File: src/hw/rtl/i2cled_pkg.sv
// types, constants and register map of the led selector register file
package i2cled_pkg;

  localparam int LAST_REGISTER = 9;
  localparam int LED_COUNT     = 16;
  localparam int BANK_DEPTH    = 10;

  localparam logic [3:0] REG_INPUT0 = 4'd0;
  localparam logic [3:0] REG_INPUT1 = 4'd1;
  localparam logic [3:0] REG_PSC0   = 4'd2;
  localparam logic [3:0] REG_PWM0   = 4'd3;
  localparam logic [3:0] REG_PSC1   = 4'd4;
  localparam logic [3:0] REG_PWM1   = 4'd5;
  localparam logic [3:0] REG_LS0    = 4'd6;
  localparam logic [3:0] REG_LS1    = 4'd7;
  localparam logic [3:0] REG_LS2    = 4'd8;
  localparam logic [3:0] REG_LS3    = 4'd9;
  localparam logic [3:0] REG_LAST   = 4'(BANK_DEPTH - 1);

  localparam logic [7:0] NO_POINTER  = 8'hFF;
  localparam logic [7:0] AUTOINC_PTR = 8'h10;
  localparam logic [4:0] PTR_WRAP    = 5'(LAST_REGISTER + 1);

  localparam logic [7:0] PSC_RESET = 8'hFF;
  localparam logic [7:0] PWM_RESET = 8'h80;
  localparam logic [7:0] LS_RESET  = 8'h55;
  localparam logic [7:0] BAD_READ_DATA = 8'hFF;

  typedef enum logic [1:0] {
    CMD_EVENT = 2'd0,
    CMD_WRITE = 2'd1,
    CMD_READ  = 2'd2
  } cmd_t;

  typedef enum logic [1:0] {
    ERR_NONE      = 2'd0,
    ERR_BAD_READ  = 2'd1,
    ERR_BAD_WRITE = 2'd2,
    ERR_AI_ZERO   = 2'd3
  } err_t;

  typedef struct packed {
    logic [7:0] data_byte;
    cmd_t       command;
  } item_t;

  typedef struct packed {
    err_t       error_code;
    logic [7:0] read_byte;
  } result_t;

  localparam int ITEM_W   = $bits(item_t);
  localparam int RESULT_W = $bits(result_t);

endpackage

File: src/hw/rtl/i2cled_pipe_reg.sv
// one valid/ready register stage
module i2cled_pipe_reg #(
  parameter int W = 8
) (
  input  logic         clk,
  input  logic         rst,
  input  logic         valid_in,
  input  logic [W-1:0] data_in,
  output logic         ready_in,
  output logic         valid,
  output logic [W-1:0] data,
  input  logic         ready_out
);

  assign ready_in = !valid || ready_out;

  always_ff @(posedge clk) begin
    if (rst) begin
      valid <= 1'b0;
    end else if (ready_in) begin
      valid <= valid_in;
    end
  end

  always_ff @(posedge clk) begin
    if (ready_in && valid_in) begin
      data <= data_in;
    end
  end

endmodule

File: src/hw/rtl/i2cled_regs.sv
// register bank, pointer and address flag with the per-transaction update
module i2cled_regs (
  input  logic                clk,
  input  logic                rst,
  input  logic                go,
  input  i2cled_pkg::item_t   item,
  output i2cled_pkg::result_t result
);

  logic [7:0] bank [i2cled_pkg::BANK_DEPTH];
  logic [7:0] bank_next [i2cled_pkg::BANK_DEPTH];
  logic [7:0] pointer;
  logic [7:0] pointer_next;
  logic       addr_received;
  logic       addr_received_next;
  logic [3:0] idx;
  logic [7:0] ptr_adv;
  logic [4:0] ptr_sum;
  logic [15:0] inputs_new;

  // on: set, off: clear, pwm codes: unchanged
  function automatic logic [15:0] derive(input logic [15:0] cur, input logic [31:0] sels);
    logic [15:0] r;
    r = cur;
    for (int p = 0; p < 16; p++) begin
      if (p < i2cled_pkg::LED_COUNT) begin
        if (sels[2*p +: 2] == 2'd0) begin
          r[p] = 1'b1;
        end else if (sels[2*p +: 2] == 2'd1) begin
          r[p] = 1'b0;
        end
      end
    end
    return r;
  endfunction

  assign idx = pointer[3:0];

  always_comb begin
    ptr_sum = {1'b0, pointer[3:0]} + 5'd1;
    if (ptr_sum >= i2cled_pkg::PTR_WRAP) begin
      ptr_sum = ptr_sum - i2cled_pkg::PTR_WRAP;
    end
    if (pointer != i2cled_pkg::NO_POINTER && pointer[4]) begin
      ptr_adv = {4'b0001, ptr_sum[3:0]};
    end else begin
      ptr_adv = pointer;
    end
  end

  always_comb begin
    bank_next          = bank;
    pointer_next       = pointer;
    addr_received_next = addr_received;
    result.read_byte   = 8'h00;
    result.error_code  = i2cled_pkg::ERR_NONE;
    inputs_new         = 16'h0000;
    if (go) begin
      unique case (item.command)
        i2cled_pkg::CMD_EVENT: begin
          addr_received_next = 1'b0;
        end
        i2cled_pkg::CMD_WRITE: begin
          if (!addr_received) begin
            pointer_next       = item.data_byte;
            addr_received_next = 1'b1;
          end else begin
            if (idx >= i2cled_pkg::REG_PSC0 && idx <= i2cled_pkg::REG_LAST) begin
              bank_next[idx] = item.data_byte;
              if (idx >= i2cled_pkg::REG_LS0) begin
                inputs_new = derive({bank[i2cled_pkg::REG_INPUT1], bank[i2cled_pkg::REG_INPUT0]},
                                    {bank_next[i2cled_pkg::REG_LS3],
                                     bank_next[i2cled_pkg::REG_LS2],
                                     bank_next[i2cled_pkg::REG_LS1],
                                     bank_next[i2cled_pkg::REG_LS0]});
                bank_next[i2cled_pkg::REG_INPUT0] = inputs_new[7:0];
                bank_next[i2cled_pkg::REG_INPUT1] = inputs_new[15:8];
              end
            end else begin
              result.error_code = i2cled_pkg::ERR_BAD_WRITE;
            end
            pointer_next = ptr_adv;
          end
        end
        i2cled_pkg::CMD_READ: begin
          if (idx <= i2cled_pkg::REG_LAST) begin
            result.read_byte = bank[idx];
          end else begin
            result.read_byte  = i2cled_pkg::BAD_READ_DATA;
            result.error_code = i2cled_pkg::ERR_BAD_READ;
          end
          if (pointer == i2cled_pkg::AUTOINC_PTR) begin
            result.error_code = i2cled_pkg::ERR_AI_ZERO;
          end
          pointer_next = ptr_adv;
        end
        default: begin
        end
      endcase
    end
  end

  always_ff @(posedge clk) begin
    if (rst) begin
      bank[i2cled_pkg::REG_INPUT0] <= 8'h00;
      bank[i2cled_pkg::REG_INPUT1] <= 8'h00;
      bank[i2cled_pkg::REG_PSC0]   <= i2cled_pkg::PSC_RESET;
      bank[i2cled_pkg::REG_PWM0]   <= i2cled_pkg::PWM_RESET;
      bank[i2cled_pkg::REG_PSC1]   <= i2cled_pkg::PSC_RESET;
      bank[i2cled_pkg::REG_PWM1]   <= i2cled_pkg::PWM_RESET;
      for (int i = int'(i2cled_pkg::REG_LS0); i < i2cled_pkg::BANK_DEPTH; i++) begin
        bank[i] <= i2cled_pkg::LS_RESET;
      end
      pointer       <= i2cled_pkg::NO_POINTER;
      addr_received <= 1'b0;
    end else begin
      bank          <= bank_next;
      pointer       <= pointer_next;
      addr_received <= addr_received_next;
    end
  end

endmodule

File: src/hw/rtl/i2c_led_selector_register_file_top.sv
// top level of the led selector register file
//
//  port group   dir  payload (tdata, low bit first)
//  s_t*         in   command[1:0], data_byte[9:2], zero pad [15:10]
//  m_t*         out  read_byte[7:0], error_code[9:8], zero pad [15:10]
//
// one result per input transaction, one transaction per cycle sustained while m_tready stays high
// the input register feeds the update logic, which loads the result register
// the bank update and result come from one pass through the register update logic
// synchronous reset loads the register defaults, no clearing pass
// a stalled result stops the input side only once the input register is also full
module i2c_led_selector_register_file_top (
  input  logic        clk,
  input  logic        rst,
  input  logic        s_tvalid,
  output logic        s_tready,
  input  logic [15:0] s_tdata,  // command[1:0], data_byte[9:2], pad
  output logic        m_tvalid,
  input  logic        m_tready,
  output logic [15:0] m_tdata   // read_byte[7:0], error_code[9:8], pad
);

  i2cled_pkg::item_t   in_item;
  i2cled_pkg::item_t   cur_item;
  i2cled_pkg::result_t result;
  i2cled_pkg::result_t out_result;
  logic                cur_valid;
  logic                out_ready_in;

  assign in_item.command   = i2cled_pkg::cmd_t'(s_tdata[1:0]);
  assign in_item.data_byte = s_tdata[9:2];

  i2cled_pipe_reg #(.W(i2cled_pkg::ITEM_W)) u_in_reg (
    .clk       (clk),
    .rst       (rst),
    .valid_in  (s_tvalid),
    .data_in   (in_item),
    .ready_in  (s_tready),
    .valid     (cur_valid),
    .data      (cur_item),
    .ready_out (out_ready_in)
  );

  i2cled_regs u_regs (
    .clk    (clk),
    .rst    (rst),
    .go     (cur_valid && out_ready_in),
    .item   (cur_item),
    .result (result)
  );

  i2cled_pipe_reg #(.W(i2cled_pkg::RESULT_W)) u_out_reg (
    .clk       (clk),
    .rst       (rst),
    .valid_in  (cur_valid),
    .data_in   (result),
    .ready_in  (out_ready_in),
    .valid     (m_tvalid),
    .data      (out_result),
    .ready_out (m_tready)
  );

  assign m_tdata = {6'b000000, out_result.error_code, out_result.read_byte};

endmodule

File: config.mk
export PLATFORM = sky130hd
export DESIGN_NAME = i2c_led_selector_register_file_top
export DESIGN_NICKNAME = d
export VERILOG_FILES = /design/src/hw/rtl/i2cled_pkg.sv /design/src/hw/rtl/i2cled_pipe_reg.sv /design/src/hw/rtl/i2cled_regs.sv /design/src/hw/rtl/i2c_led_selector_register_file_top.sv
export SDC_FILE = /design/constraint.sdc
export NUM_CORES = 1
export LEC_CHECK = 0
export ABC_AREA = 1
export ABC_CLOCK_PERIOD_IN_PS = 4300
export BUFFER_PORTS_ARGS = -buffer_cell sky130_fd_sc_hd__buf_2
export CAP_MARGIN = 20
export CORE_ASPECT_RATIO = 0.5
export CORE_UTILIZATION = 35
export DETAILED_ROUTE_END_ITERATION = 7
export MAX_ROUTING_LAYER = met4
export PLACE_DENSITY = 0.52
export SLEW_MARGIN = 10
export SYNTH_ARGS = -nofsm -noshare
export SYNTH_HDL_FRONTEND = slang
export SYNTH_SLANG_ARGS = --single-unit
File: constraint.sdc
create_clock -name clk -period 4.3 [get_ports clk]
set_clock_uncertainty 0.15 [all_clocks]
set_input_delay 0.215 -clock clk [delete_from_list [all_inputs] [get_ports clk]]
set_output_delay 0.215 -clock clk [all_outputs]
set_load 0.01 [all_outputs]
# Yosys cells after proc, flatten, opt, wreduce, memory -nomap -nowiden
# Cells that the tools add are included.
dict set report word_totals {
  romBits 0
  mem_bits_rw 0
  reg_bits 111
  n_memories 0
  elab_cells 173
  out_inout_bits 18
  latch_bits 0
  in_bits 20
}
dict set report op_classes {
  shift 0
  multipliers 0
  addsub 2
  n_lt_le_gt_ge 6
  muxes 50
  n_eq_ne 36
  bitwise 1
  n_div 0
  reduce_logical 47
}
# operator n
set op_table {}
lappend op_table {{$bwmux 80} 1}
lappend op_table {{$reduce_and 5->1} 16}
lappend op_table {{$mux 8} 6}
lappend op_table {{$ne 3x3->1 const B} 16}
lappend op_table {{$eq 2x1->1 const B} 17}
lappend op_table {{$logic_not 2->1} 17}
lappend op_table {{$mux 1} 33}
lappend op_table {{$bmux 8 s4} 1}
lappend op_table {{$demux 8 s4} 1}
lappend op_table {{$mux 16} 1}
lappend op_table {{$pmux 8 s2} 1}
lappend op_table {{$eq 8x5->1 const B} 1}
lappend op_table {{$ne 8x8->1 const B} 1}
lappend op_table {{$mux 2} 3}
lappend op_table {{$add 4x1->5 const B} 1}
lappend op_table {{$ge 5x4->1 const B} 1}
lappend op_table {{$ge 5x5->1 const B} 1}
lappend op_table {{$logic_and 1x1->1} 5}
lappend op_table {{$lt 5x1->1 const B} 1}
lappend op_table {{$not 4->5} 1}
lappend op_table {{$ge 4x2->1 const B} 1}
lappend op_table {{$ge 4x3->1 const B} 1}
lappend op_table {{$le 4x4->1 const B} 1}
lappend op_table {{$mux 4} 1}
lappend op_table {{other kinds (9)} 13}

# Depth between registers and ports, before layout
# Gate-level depths: netlist of the first run.
dict set report logic_depth {
  ltp_word 10
  depth_mapped 15
  depth_no_buf 14
}

# Modules after synthesis
# From an unflattened synthesis of the first run, not the netlist that was laid out.
dict set report unflattened {
  cells_unflattened 821
  area_unflattened_um2 5869.4
}
# module cells_per_inst n_inst area_per_inst_um2 seq_area_each_um2
set modules_own_cells {}
lappend modules_own_cells {i2cled_regs 780 1 5117.4 1781.7}
lappend modules_own_cells {i2cled_pipe_reg 16 2 347.8 320.3}
lappend modules_own_cells {i2c_led_selector_register_file_top 9 1 56.3 0.0}

# Worst setup path after synthesis of the first run
# Ideal clock, no wire load.
dict set report synth_timing {
  path_kind {register to register}
  start {register u_regs.pointer[0]}
  end {register u_regs.bank[64] (netlist name)}
  setup_time_ps 64
  stages_incl_launch_ff 12
  required_time_ps 4086
  arrival_time_ps 1929
  period_less_slack_ps 2143
  path_slack_ps 2157
  n_path_buf 2
  cell_sequence {dfxtp_1 -> clkinv_1 -> clkbuf_1 -> ha_1 -> nand2_1 -> buf_4 -> inv_2 -> nor2_4 -> nand2_2 -> nand2_1 -> nor2_1 -> nor2_1}
}
dict set report synth_between {
  elab_chain_len 9
  word_cells_on_any_way 17
  cone_classes {5 x order compare; 2 x eq/ne; 5 x mux; 1 x bitwise; 4 x reduce/logical}
}
# item line
set synth_rtl {}
lappend synth_rtl {{from (decl)} i2cled_regs.sv:12} ;# logic [7:0] pointer;
lappend synth_rtl {{from (signal assigned)} i2cled_regs.sv:114} ;# pointer <= i2cled_pkg::NO_POINTER;
lappend synth_rtl {{from (signal assigned)} i2cled_regs.sv:118} ;# pointer <= pointer_next;
lappend synth_rtl {{$not 4->5 (implied by the code)} i2cled_regs.sv:69} ;# bank_next[idx] = item.data_byte;
lappend synth_rtl {{$ge 5x5->1 (implied by the code) / $lt 5x1->1 (equally long branches)} i2cled_regs.sv:69}
lappend synth_rtl {{$logic_and 1x1->1 (implied by the code)} i2cled_regs.sv:69}
lappend synth_rtl {{$mux 8 (implied by the code)} i2cled_regs.sv:69}
lappend synth_rtl {{$demux 8 s4} i2cled_regs.sv:69}
lappend synth_rtl {{$bwmux 80} i2cled_regs.sv:69}
lappend synth_rtl {{$eq 2x1->1 / $logic_not 2->1 (equally long branches)} {i2cled_regs.sv:29, i2cled_regs.sv:27}}
lappend synth_rtl {{$ne 3x3->1 (no line) / $mux 1 (equally long branches)} --}
lappend synth_rtl {{$reduce_and 5->1 (no line) / $mux 16 (equally long branches)} --}
lappend synth_rtl {{to (signal, indexed assignment)} i2cled_regs.sv:107} ;# bank[i2cled_pkg::REG_PSC0] <= i2cled_pkg::PSC_RESET;
lappend synth_rtl {{to (signal, indexed assignment)} i2cled_regs.sv:108} ;# bank[i2cled_pkg::REG_PWM0] <= i2cled_pkg::PWM_RESET;
lappend synth_rtl {{to (signal, indexed assignment)} i2cled_regs.sv:109} ;# bank[i2cled_pkg::REG_PSC1] <= i2cled_pkg::PSC_RESET;
lappend synth_rtl {{to (decl)} i2cled_regs.sv:10} ;# logic [7:0] bank [i2cled_pkg::BANK_DEPTH];
# Parallel ways exist; a longest one is shown, timed or not.
# A chain may end at the register's enable or synchronous reset.

# Final worst setup path of the first run
dict set report layout_timing {
  start {register u_regs.pointer[0]}
  end {register u_regs.bank[78] (netlist name)}
}
# Same word-level chain as after synthesis.

==> results of run 1 <==
==> report_power, final <==
part / internal (W) / switching, W / total, W
clock network: 0.000464 / 0.000424 / 0.000888
logic: 0.0000647 / 0.000162 / 0.000227
registers: 0.00108 / 0.0000302 / 0.00111
==> worst min-delay path by stage <==
| stage | from | end | slack (ps) | cells after the start |
|---|---|---|---|---|
| finish | rst | u_regs.addr_received | 270 | 3 |
| global route | rst | u_out_reg.valid | 280 | 3 |
| CTS | rst | u_regs.addr_received | 270 | 3 |
| detailed placement | s_tdata[3] | u_in_reg.data[3] | 240 | 1 |
| global placement | s_tdata[9] | u_in_reg.data[9] | 240 | 1 |
| floorplan | s_tdata[0] | u_in_reg.data[0] | 160 | 0 |
==> flip-flops by register name, summed over array words and instances (netlist names), named ones only <==
register / flops
u_regs.bank: 80
u_out_reg.valid: 1
u_in_reg.valid: 1
u_regs.pointer: 7
u_out_reg.data: 10
u_regs.addr_received: 1
u_in_reg.data: 10
==> layer usage <==
metal | share of wire (%) | vias to the layer above
met2 | 40 | 202
met3 | 7.4 | 20
met1 | 51 | 2759
met4 | 1.4 | 0
li1 | - | 2890
met5 | 0 | -
==> cell families (layout without fill, tap and decap cells) <==
group,count (synthesis),count (layout),synth area share (%)
AOI/OAI and AO/OA,175,175,15.84
adders and majority gates,9,9,1.888
buffers and inverters,122,138,9.148
DFF,111,111,40.62
other,1,6,0.06289
and+or+nand+nor,463,463,32.44
==> worst max-delay path, delay by kind of cell, from the launching register on <==
family,cells,cell delay [ps]
simple gates,7,1100
buf+inv,2,900
flops,1,680
fa+ha+maj,1,500
==> final cells by class <==
type | instances | area, sq um
well taps | 227 | 284.0
fillers | 1780 | 9876
multi-input cells | 653 | 3014
clock buffers | 10 | 229.0
flip-flops and latches | 111 | 2424
clock inverters | 6 | 76.32
inverters | 72 | 270.3
repair buffers | 50 | 342.8
==> placed cells by master (no fill, tap or decap), types with 5 or more instances in the layout <==
cell type	synthesis	final
ha_1	9	9
buf_2	13	25
buf_4	13	13
o211ai_1	20	20
nand2_1	290	290
a21oi_1	58	58
inv_1	68	68
nand3_1	78	78
o21ai_0	82	82
nand2_2	5	5
dfxtp_1	91	90
clkbuf_16	0	9
nor2_1	75	75
edfxtp_1	20	20
dlygate4sd3_1	0	12
o22ai_1	10	10
conb_1	1	6
==> through the flow <==
step / area, sq um / hold WS (ps)
global route: 6640 / 276.4
CTS: 6640 / 268.7
global placement: 6215 / 241.8
floorplan: 5982 / 163.9
finish: 6640 / 274.3
detailed placement: 6215 / 244.6
==> impl_metrics.csv, run 1 <==
group,metric,value,unit
setup_path,worstPathCellList,"clkinv_1, ha_1, nand2_1, nand3_1, buf_4, nand2_1, nand3_1, nand2_1, nand2_1, nor2_1",
setup_path,critical_path.slowest_cell,"dfxtp_2",
detailed_routing,wl,19810,um
global_route,antenna_found_initial,0,
timing,setup_viol,0,
clocking,cts-buffers-inserted,9,
detailed_routing,postRouteAntennaNets,0,
synth,synth.top_cell.area_share,30.55,%
finish,fin_nets,926,
setup_path,reg2reg_slack,870,ps
synth,avgSynthCellArea,6.769,sq um
setup_path,crit_path_end,"u_regs.bank[78]",
synth,synth_warnings,0,
detailed_routing,wire_per_inst,17.55,um
clocking,hold_buffers,12,
synth,synth_flop_cell,"dfxtp_1",
placement,hpwl,13590,um
timing,timing.final.ws_setup,869.7,ps
finish,drive_above_1_share,8.093,%
job,max-cap-violations,0,
power,peakVddDrop,0.0001673,V
setup_path,startpoint,"u_regs.pointer[0]",
setup_path,criticalPathCategory,"flop to flop",
floorplan,dieArea,17600,sq um
global_route,grt_pass1_wl,30830,um
global_route,grt-ovfl-total,0,
timing,slew_violations,0,
synth,synth_cell_type_count,32,
detailed_routing,dr.pass1.iters,5,
power,power.leakage,2.955,nW
detailed_routing,drtIter0Drc,596,
detailed_routing,vias,5871,
floorplan,die_y,94.30,um
global_route,busiest_layer,"met2",
synth,synthTopCellsByArea,"dfxtp_1, nand2_1, edfxtp_1",
clocking,path_clk_slew,80,ps
min_path,hp-class,"input port to flop",
global_route,met1_usage,33.98,%
placement,numPortBuffers,25,
global_route,grt_pass1_vias,5220,
setup_path,start_kind,"flop",
timing,finalCritPeriodShare,79.77,%
synth,synthTopCellsByCount,"nand2_1, dfxtp_1, o21ai_0",
timing,slew_headroom,44.28,%
outcome,status,"finished, final reports clean",
setup_path,required,4440,ps
clocking,cts_tree,"done",
setup_path,reg2regPathDepth,10,
clocking,cts_root_buf,"clkbuf_16",
clocking,post_cts_buffers,0,
placement,globalplace.congestion,0.8925,
global_route,gr-usage-met2,34.51,%
floorplan,rows,33,
finish,antenna_cells,0,
floorplan,die_w,186.6,um
power,power,0.002221,W
synth,synth_enable_flop_cells,20,
setup_path,crit-reg2reg-launch,"u_regs.pointer[0]",
setup_path,end_kind,"flop",
synth,yosysTopAreaCell,"dfxtp_1",
clocking,clk_latency,360,ps
synth,ys_seq_area_share,40.62,%
placement,placed_cells,1101,
timing,period_needed,3430,ps
finish,finish.utilization,40.20,%
synth,synth_area,5963,sq um
clocking,numClockSinks,111,
timing,worstMarginPinSlew,832.7,ps
synth,ys_seq_elements,111,
floorplan,coreArea,16520,sq um
floorplan,initial_core_util,36.11,%
global_route,met3_usage,4.556,%
clocking,cts.repair.resized,0,
floorplan,io_pins,38,
setup_path,cp_max_fo,26,
setup_path,critPathMostFrequentCell,"nand2_1",
timing,hold_violations,0,
detailed_routing,viasPerCell,5.200,
power,power.density,334.4,nW/um^2
finish,final_cells,1129,
clocking,cts_max_path_buffers,2,
timing,fin_tns_setup,0,ps
synth,syn-instance-count,881,
global_route,track_usage,23.90,%
finish,areaGrowthSynthToFinish,11.35,%
placement,dp_slack,1014,ps
setup_path,cpPeakStageDelay,680,ps
detailed_routing,drcViolationCount,0,
synth,ys_async_sr_fraction,0,%
clocking,htree_num_levels,3,
timing,fmax,0.2915,GHz
setup_path,crit-reg2reg-capture,"u_regs.bank[78]",
timing,rsz0062_at_grt,"no",
setup_path,arrival,3570,ps
global_route,grt_max_degree,45,
synth,yosysMostFrequentCell,"nand2_1",
Power figures use the tool's default switching activity.
==> inputs of run 2 (changes only) <==
ABC_CLOCK_PERIOD_IN_PS = 2950   (was 4300)
PLACE_DENSITY = 0.54   (was 0.52)
clock period = 2.95 ns   (was 4.3 ns; I/O delays follow)
==> run 2 against run 1 <==
- count of clock-buffer cells in the layout is 1 higher
- critical path depth is 1 higher
- via count is 0.17% lower
- final cell count is 0.53% higher
- sequential share of layout area is 0.30 points lower
- non-clock buffer count is 6 higher
- sequential cell count stayed put
- register-to-register slack worse by 520 ps
- design area is 0.83% higher
- worst setup slack worse by 520 ps
- worst hold slack worse by 51 ps
- routed wire length is 2.1% lower
- critical path type unchanged
- critical endpoint is now u_regs.bank[68]
==> impl_metrics.csv, run 2 (same netlist as run 1, synthesis figures left out) <==
group,metric,value,unit
outcome,status,"finished, final reports clean",
detailed_routing,drcViolationCount,0,
detailed_routing,wire_per_inst,17.09,um
setup_path,required,3090,ps
clocking,numClockSinks,111,
setup_path,start_kind,"flop",
placement,dp_slack,394.1,ps
detailed_routing,dr.pass1.iters,5,
setup_path,cp_max_fo,20,
global_route,grt_pass1_vias,5163,
clocking,cts.repair.resized,0,
power,power.leakage,2.988,nW
job,max-cap-violations,0,
finish,fin_nets,932,
clocking,cts_root_buf,"clkbuf_16",
detailed_routing,drtIter0Drc,680,
clocking,cts-buffers-inserted,9,
setup_path,cpPeakStageDelay,420,ps
finish,drive_above_1_share,8.480,%
global_route,grt_max_degree,57,
power,power.density,480.2,nW/um^2
timing,rsz0062_at_grt,"no",
clocking,clk_latency,350,ps
finish,areaGrowthSynthToFinish,12.27,%
setup_path,end_kind,"flop",
floorplan,coreArea,16520,sq um
setup_path,reg2regPathDepth,11,
finish,largest_register_ffs,80,
floorplan,dieArea,17600,sq um
floorplan,rows,33,
detailed_routing,wl,19390,um
floorplan,die_y,94.30,um
timing,fin_tns_setup,0,ps
global_route,track_usage,23.27,%
global_route,grt-ovfl-total,0,
finish,antenna_cells,0,
detailed_routing,viasPerCell,5.164,
timing,period_needed,2604,ps
detailed_routing,postRouteAntennaNets,0,
setup_path,critical_path.slowest_cell,"dfxtp_2",
timing,slew_violations,0,
timing,hold_violations,0,
setup_path,criticalPathCategory,"flop to flop",
placement,hpwl,13160,um
finish,top_regs,"u_regs.bank (80), u_in_reg.data (10), u_out_reg.data (10)",
finish,mostFrequentLayoutCells,"nand2_1, dfxtp_1, o21ai_0",
setup_path,arrival,2750,ps
min_path,hp-class,"input port to flop",
power,peakVddDrop,0.0002820,V
detailed_routing,vias,5861,
floorplan,die_w,186.6,um
placement,globalplace.congestion,0.8793,
finish,mostFrequentLayoutCell,"nand2_1",
setup_path,critPathMostFrequentCell,"nand2_1",
setup_path,reg2reg_slack,350,ps
floorplan,initial_core_util,36.11,%
floorplan,io_pins,38,
timing,setup_viol,0,
timing,whs,223.7,ps
clocking,htree_num_levels,3,
timing,slew_headroom,54.28,%
clocking,cts_tree,"done",
global_route,antenna_found_initial,0,
timing,timing.final.ws_setup,345.6,ps
finish,regMostFlops,"u_regs.bank",
clocking,cts_max_path_buffers,2,
clocking,path_clk_slew,80,ps
timing,worstMarginPinSlew,685.8,ps
global_route,grt_pass1_wl,29880,um
placement,numPortBuffers,25,
min_path,hold_depth,3,
timing,fmax,0.3840,GHz
timing,finalCritPeriodShare,88.28,%
setup_path,worstPathCellList,"clkinv_1, buf_4, ha_1, nand2_1, nand3_1, buf_12, nand2_1, nand3_1, nand2_1, nand2_1, nor2_1",
## run 2: cell count changes in the layout (fill, tap and decap cells not counted), sizes merged
cell,delta
buf,+5
dlygate4sd3,+1
inv,-2
clkinv,+1
clkbuf,+1
## run 2: metrics by stage
step	power, W	util (%)	area [sq um]	instances
2_1_floorplan	0.001841	-	5982	886
3_3_place_gp	0.001960	37.93	6265	1106
3_5_place_dp	0.001960	37.93	6265	1106
4_1_cts	0.003236	40.54	6695	1135
5_1_grt	0.003342	40.54	6695	1135
6_report	0.003215	40.54	6695	1135
## run 2: area by class of cell
| cell class | count | area, sq um |
|---|---|---|
| fillers | 1793 | 9821 |
| multi-input cells | 653 | 3014 |
| flip-flops and latches | 111 | 2424 |
| repair buffers | 56 | 402.9 |
| well taps | 227 | 284.0 |
| inverters | 72 | 270.3 |
| clock buffers | 11 | 232.7 |
| clock inverters | 5 | 67.56 |
## run 2: worst max-delay path, delay by kind of cell (launching register included)
kind,cells,cell delay (ps)
fa+ha+maj,1,310
flops,1,420
buf+inv,3,770
simple gates,7,870
## run 2: layer usage
metal	vias up	part of all wire (%)	global-route usage (%)
li1	2898	-	-
met1	2691	50	32.97
met2	244	40	32.87
met3	28	8.4	4.854
met4	0	2.1	6.899
met5	-	0	-
## run 2: what timing repair did
item,in CTS,in global routing
hold buffers,13,0
buffers inserted,0,0
endpoints found under the hold margin,12,0
## run 2: final timing paths
check / from / to
max: u_regs.pointer[0] / u_regs.bank[68]
min: rst / u_out_reg.valid
max reg2reg: u_regs.pointer[0] / u_regs.bank[68]
min reg2reg: u_regs.bank[54] / u_regs.bank[54]
## run 2: power breakdown
part           total [W]  internal (W)  leakage (nW)  switching (W)
sequential       0.00160       0.00157         0.929      0.0000303
combinational   0.000348      0.000102          1.91       0.000246
clock            0.00127      0.000672         0.146       0.000597
total            0.00322       0.00234          2.99       0.000874
==> inputs of run 3 (changes only) <==
PLACE_DENSITY = unset   (was 0.54)
==> run 3 against run 2 <==
- sequential share of layout area is 0.17 points lower
- count of clock-buffer cells in the layout grew 2
- clock power is essentially flat
- worst hold slack better by 2.3 ps
- routed wire length down 1.4%
- total power is 0.42% lower
- sequential cell count is the same
==> impl_metrics.csv, run 3 (same netlist as run 1, synthesis figures left out) <==
group,metric,value,unit
floorplan,coreArea,16520,sq um
placement,place_area,6302,sq um
timing,worstMarginPinSlew,886.8,ps
clocking,cts_tree,"done",
min_path,hp-class,"input port to flop",
timing,timing.final.ws_setup,380.5,ps
placement,hpwl,13280,um
finish,fin_nets,937,
setup_path,crit_buf_inv,5,
outcome,status,"finished, final reports clean",
timing,rsz0062_at_grt,"no",
detailed_routing,wl,19130,um
global_route,track_usage,22.83,%
clocking,cts.repair.resized,0,
power,peakVddDrop,0.0002485,V
timing,fmax,0.3892,GHz
detailed_routing,drcViolationCount,0,
timing,finalCritPeriodShare,87.10,%
setup_path,cp_max_fo,26,
floorplan,rows,33,
clocking,clk_latency,350,ps
timing,whs,226.0,ps
detailed_routing,wire_per_inst,16.78,um
setup_path,required,2990,ps
timing,slew_violations,0,
finish,antenna_cells,0,
setup_path,critical_path.slowest_cell,"dlygate4sd3_1",
detailed_routing,dr.pass1.iters,5,
timing,hold_violations,0,
timing,fin_tns_setup,0,ps
placement,dp_slack,483.8,ps
power,power.leakage,3.007,nW
setup_path,arrival,2610,ps
detailed_routing,vias,5943,
clocking,cts-buffers-inserted,9,
setup_path,criticalPathCategory,"input port to flop",
floorplan,initial_core_util,36.11,%
clocking,numClockSinks,111,
finish,top_regs,"u_regs.bank (80), u_in_reg.data (10), u_out_reg.data (10)",
clocking,hold_buffers,13,
setup_path,start_kind,"input port",
setup_path,worstPathCellList,"dlygate4sd3_1, buf_2, inv_1, nand2_1, nand2_1, inv_1, nand3_1, nor2_4, buf_4, nand2_2, nand2_1, o211ai_1",
power,power,0.003202,W
finish,drive_above_1_share,8.872,%
placement,globalplace.congestion,0.9865,
floorplan,dieArea,17600,sq um
detailed_routing,postRouteAntennaNets,0,
global_route,antenna_found_initial,0,
timing,period_needed,2569,ps
setup_path,end_kind,"flop",
placement,numPortBuffers,25,
timing,setup_viol,0,
floorplan,die_y,94.30,um
detailed_routing,viasPerCell,5.213,
floorplan,die_w,186.6,um
finish,largest_register_ffs,80,
clocking,post_cts_buffers,0,
clocking,cts_max_path_buffers,2,
power,power.density,476.0,nW/um^2
global_route,grt-ovfl-total,0,
clocking,cts_root_buf,"clkbuf_16",
finish,mostFrequentLayoutCells,"nand2_1, dfxtp_1, o21ai_0",
setup_path,critPathMostFrequentCell,"nand2_1",
clocking,path_clk_slew,70,ps
finish,regMostFlops,"u_regs.bank",
global_route,grt_max_degree,49,
job,max-cap-violations,0,
clocking,htree_num_levels,3,
setup_path,cpLargestDelayFamily,"buffers and inverters",
finish,areaGrowthSynthToFinish,12.80,%
detailed_routing,drtIter0Drc,689,
floorplan,io_pins,38,
global_route,grt_pass1_wl,29640,um
finish,design_area,6726,sq um
global_route,grt_pass1_vias,5116,
finish,mostFrequentLayoutCell,"nand2_1",
finish,num-fill-cells,1755,
timing,slew_headroom,40.81,%
setup_path,cpPeakStageDelay,530,ps
run 3: stage by stage:
step,util [%],instances
floorplan,-,886
global placement,38.16,1111
detailed placement,38.16,1111
CTS,40.73,1140
global route,40.73,1140
finish,40.73,1140
run 3: path summary, 6_finish.rpt:
check | from | endpoint | slack [ps] | depth (start not counted)
max | m_tready | u_regs.bank[39] | 380 | 12
min reg2reg | u_regs.bank[34] | u_regs.bank[34] | 310 | 2
min | rst | u_out_reg.valid | 230 | 3
max reg2reg | u_regs.pointer[1] | u_regs.bank[39] | 410 | 10
run 3: per-layer routing:
metal	vias to the layer above	track usage, %	wire (um)
met1	2711	33.04	9267
met2	288	32.25	7549
met3	27	4.108	1981
li1	2917	-	-
met5	-	-	0
met4	0	5.943	333
run 3: cell type report:
cell class	instances	area, sq um	share of cell area, %
Tap cell	227	284.0	4.222
Clock buffer	13	250.2	3.720
Clock inverter	3	43.79	0.6510
Timing Repair Buffer	61	440.4	6.548
Multi-Input combinational cell	653	3014	44.81
Sequential cell	111	2424	36.03
Inverter	72	270.3	4.018
run 3: where the power goes:
| part | total, W | internal, W | switching (W) |
|---|---|---|---|
| Combinational | 0.000361 | 0.000108 | 0.000253 |
| Sequential | 0.00159 | 0.00157 | 0.0000253 |
| Clock | 0.00125 | 0.000685 | 0.000563 |
| Total | 0.00320 | 0.00236 | 0.000842 |
run 3: worst register-to-register path, stage by stage (launching register included):
cell      delay [ps]
dfxtp_1          340
inv_2            110
ha_1             250
nand3_2          110
nand2_1          240
nand2_2          110
nor2_4           340
buf_4            370
nand2_2          200
nand2_1          100
o211ai_1          70
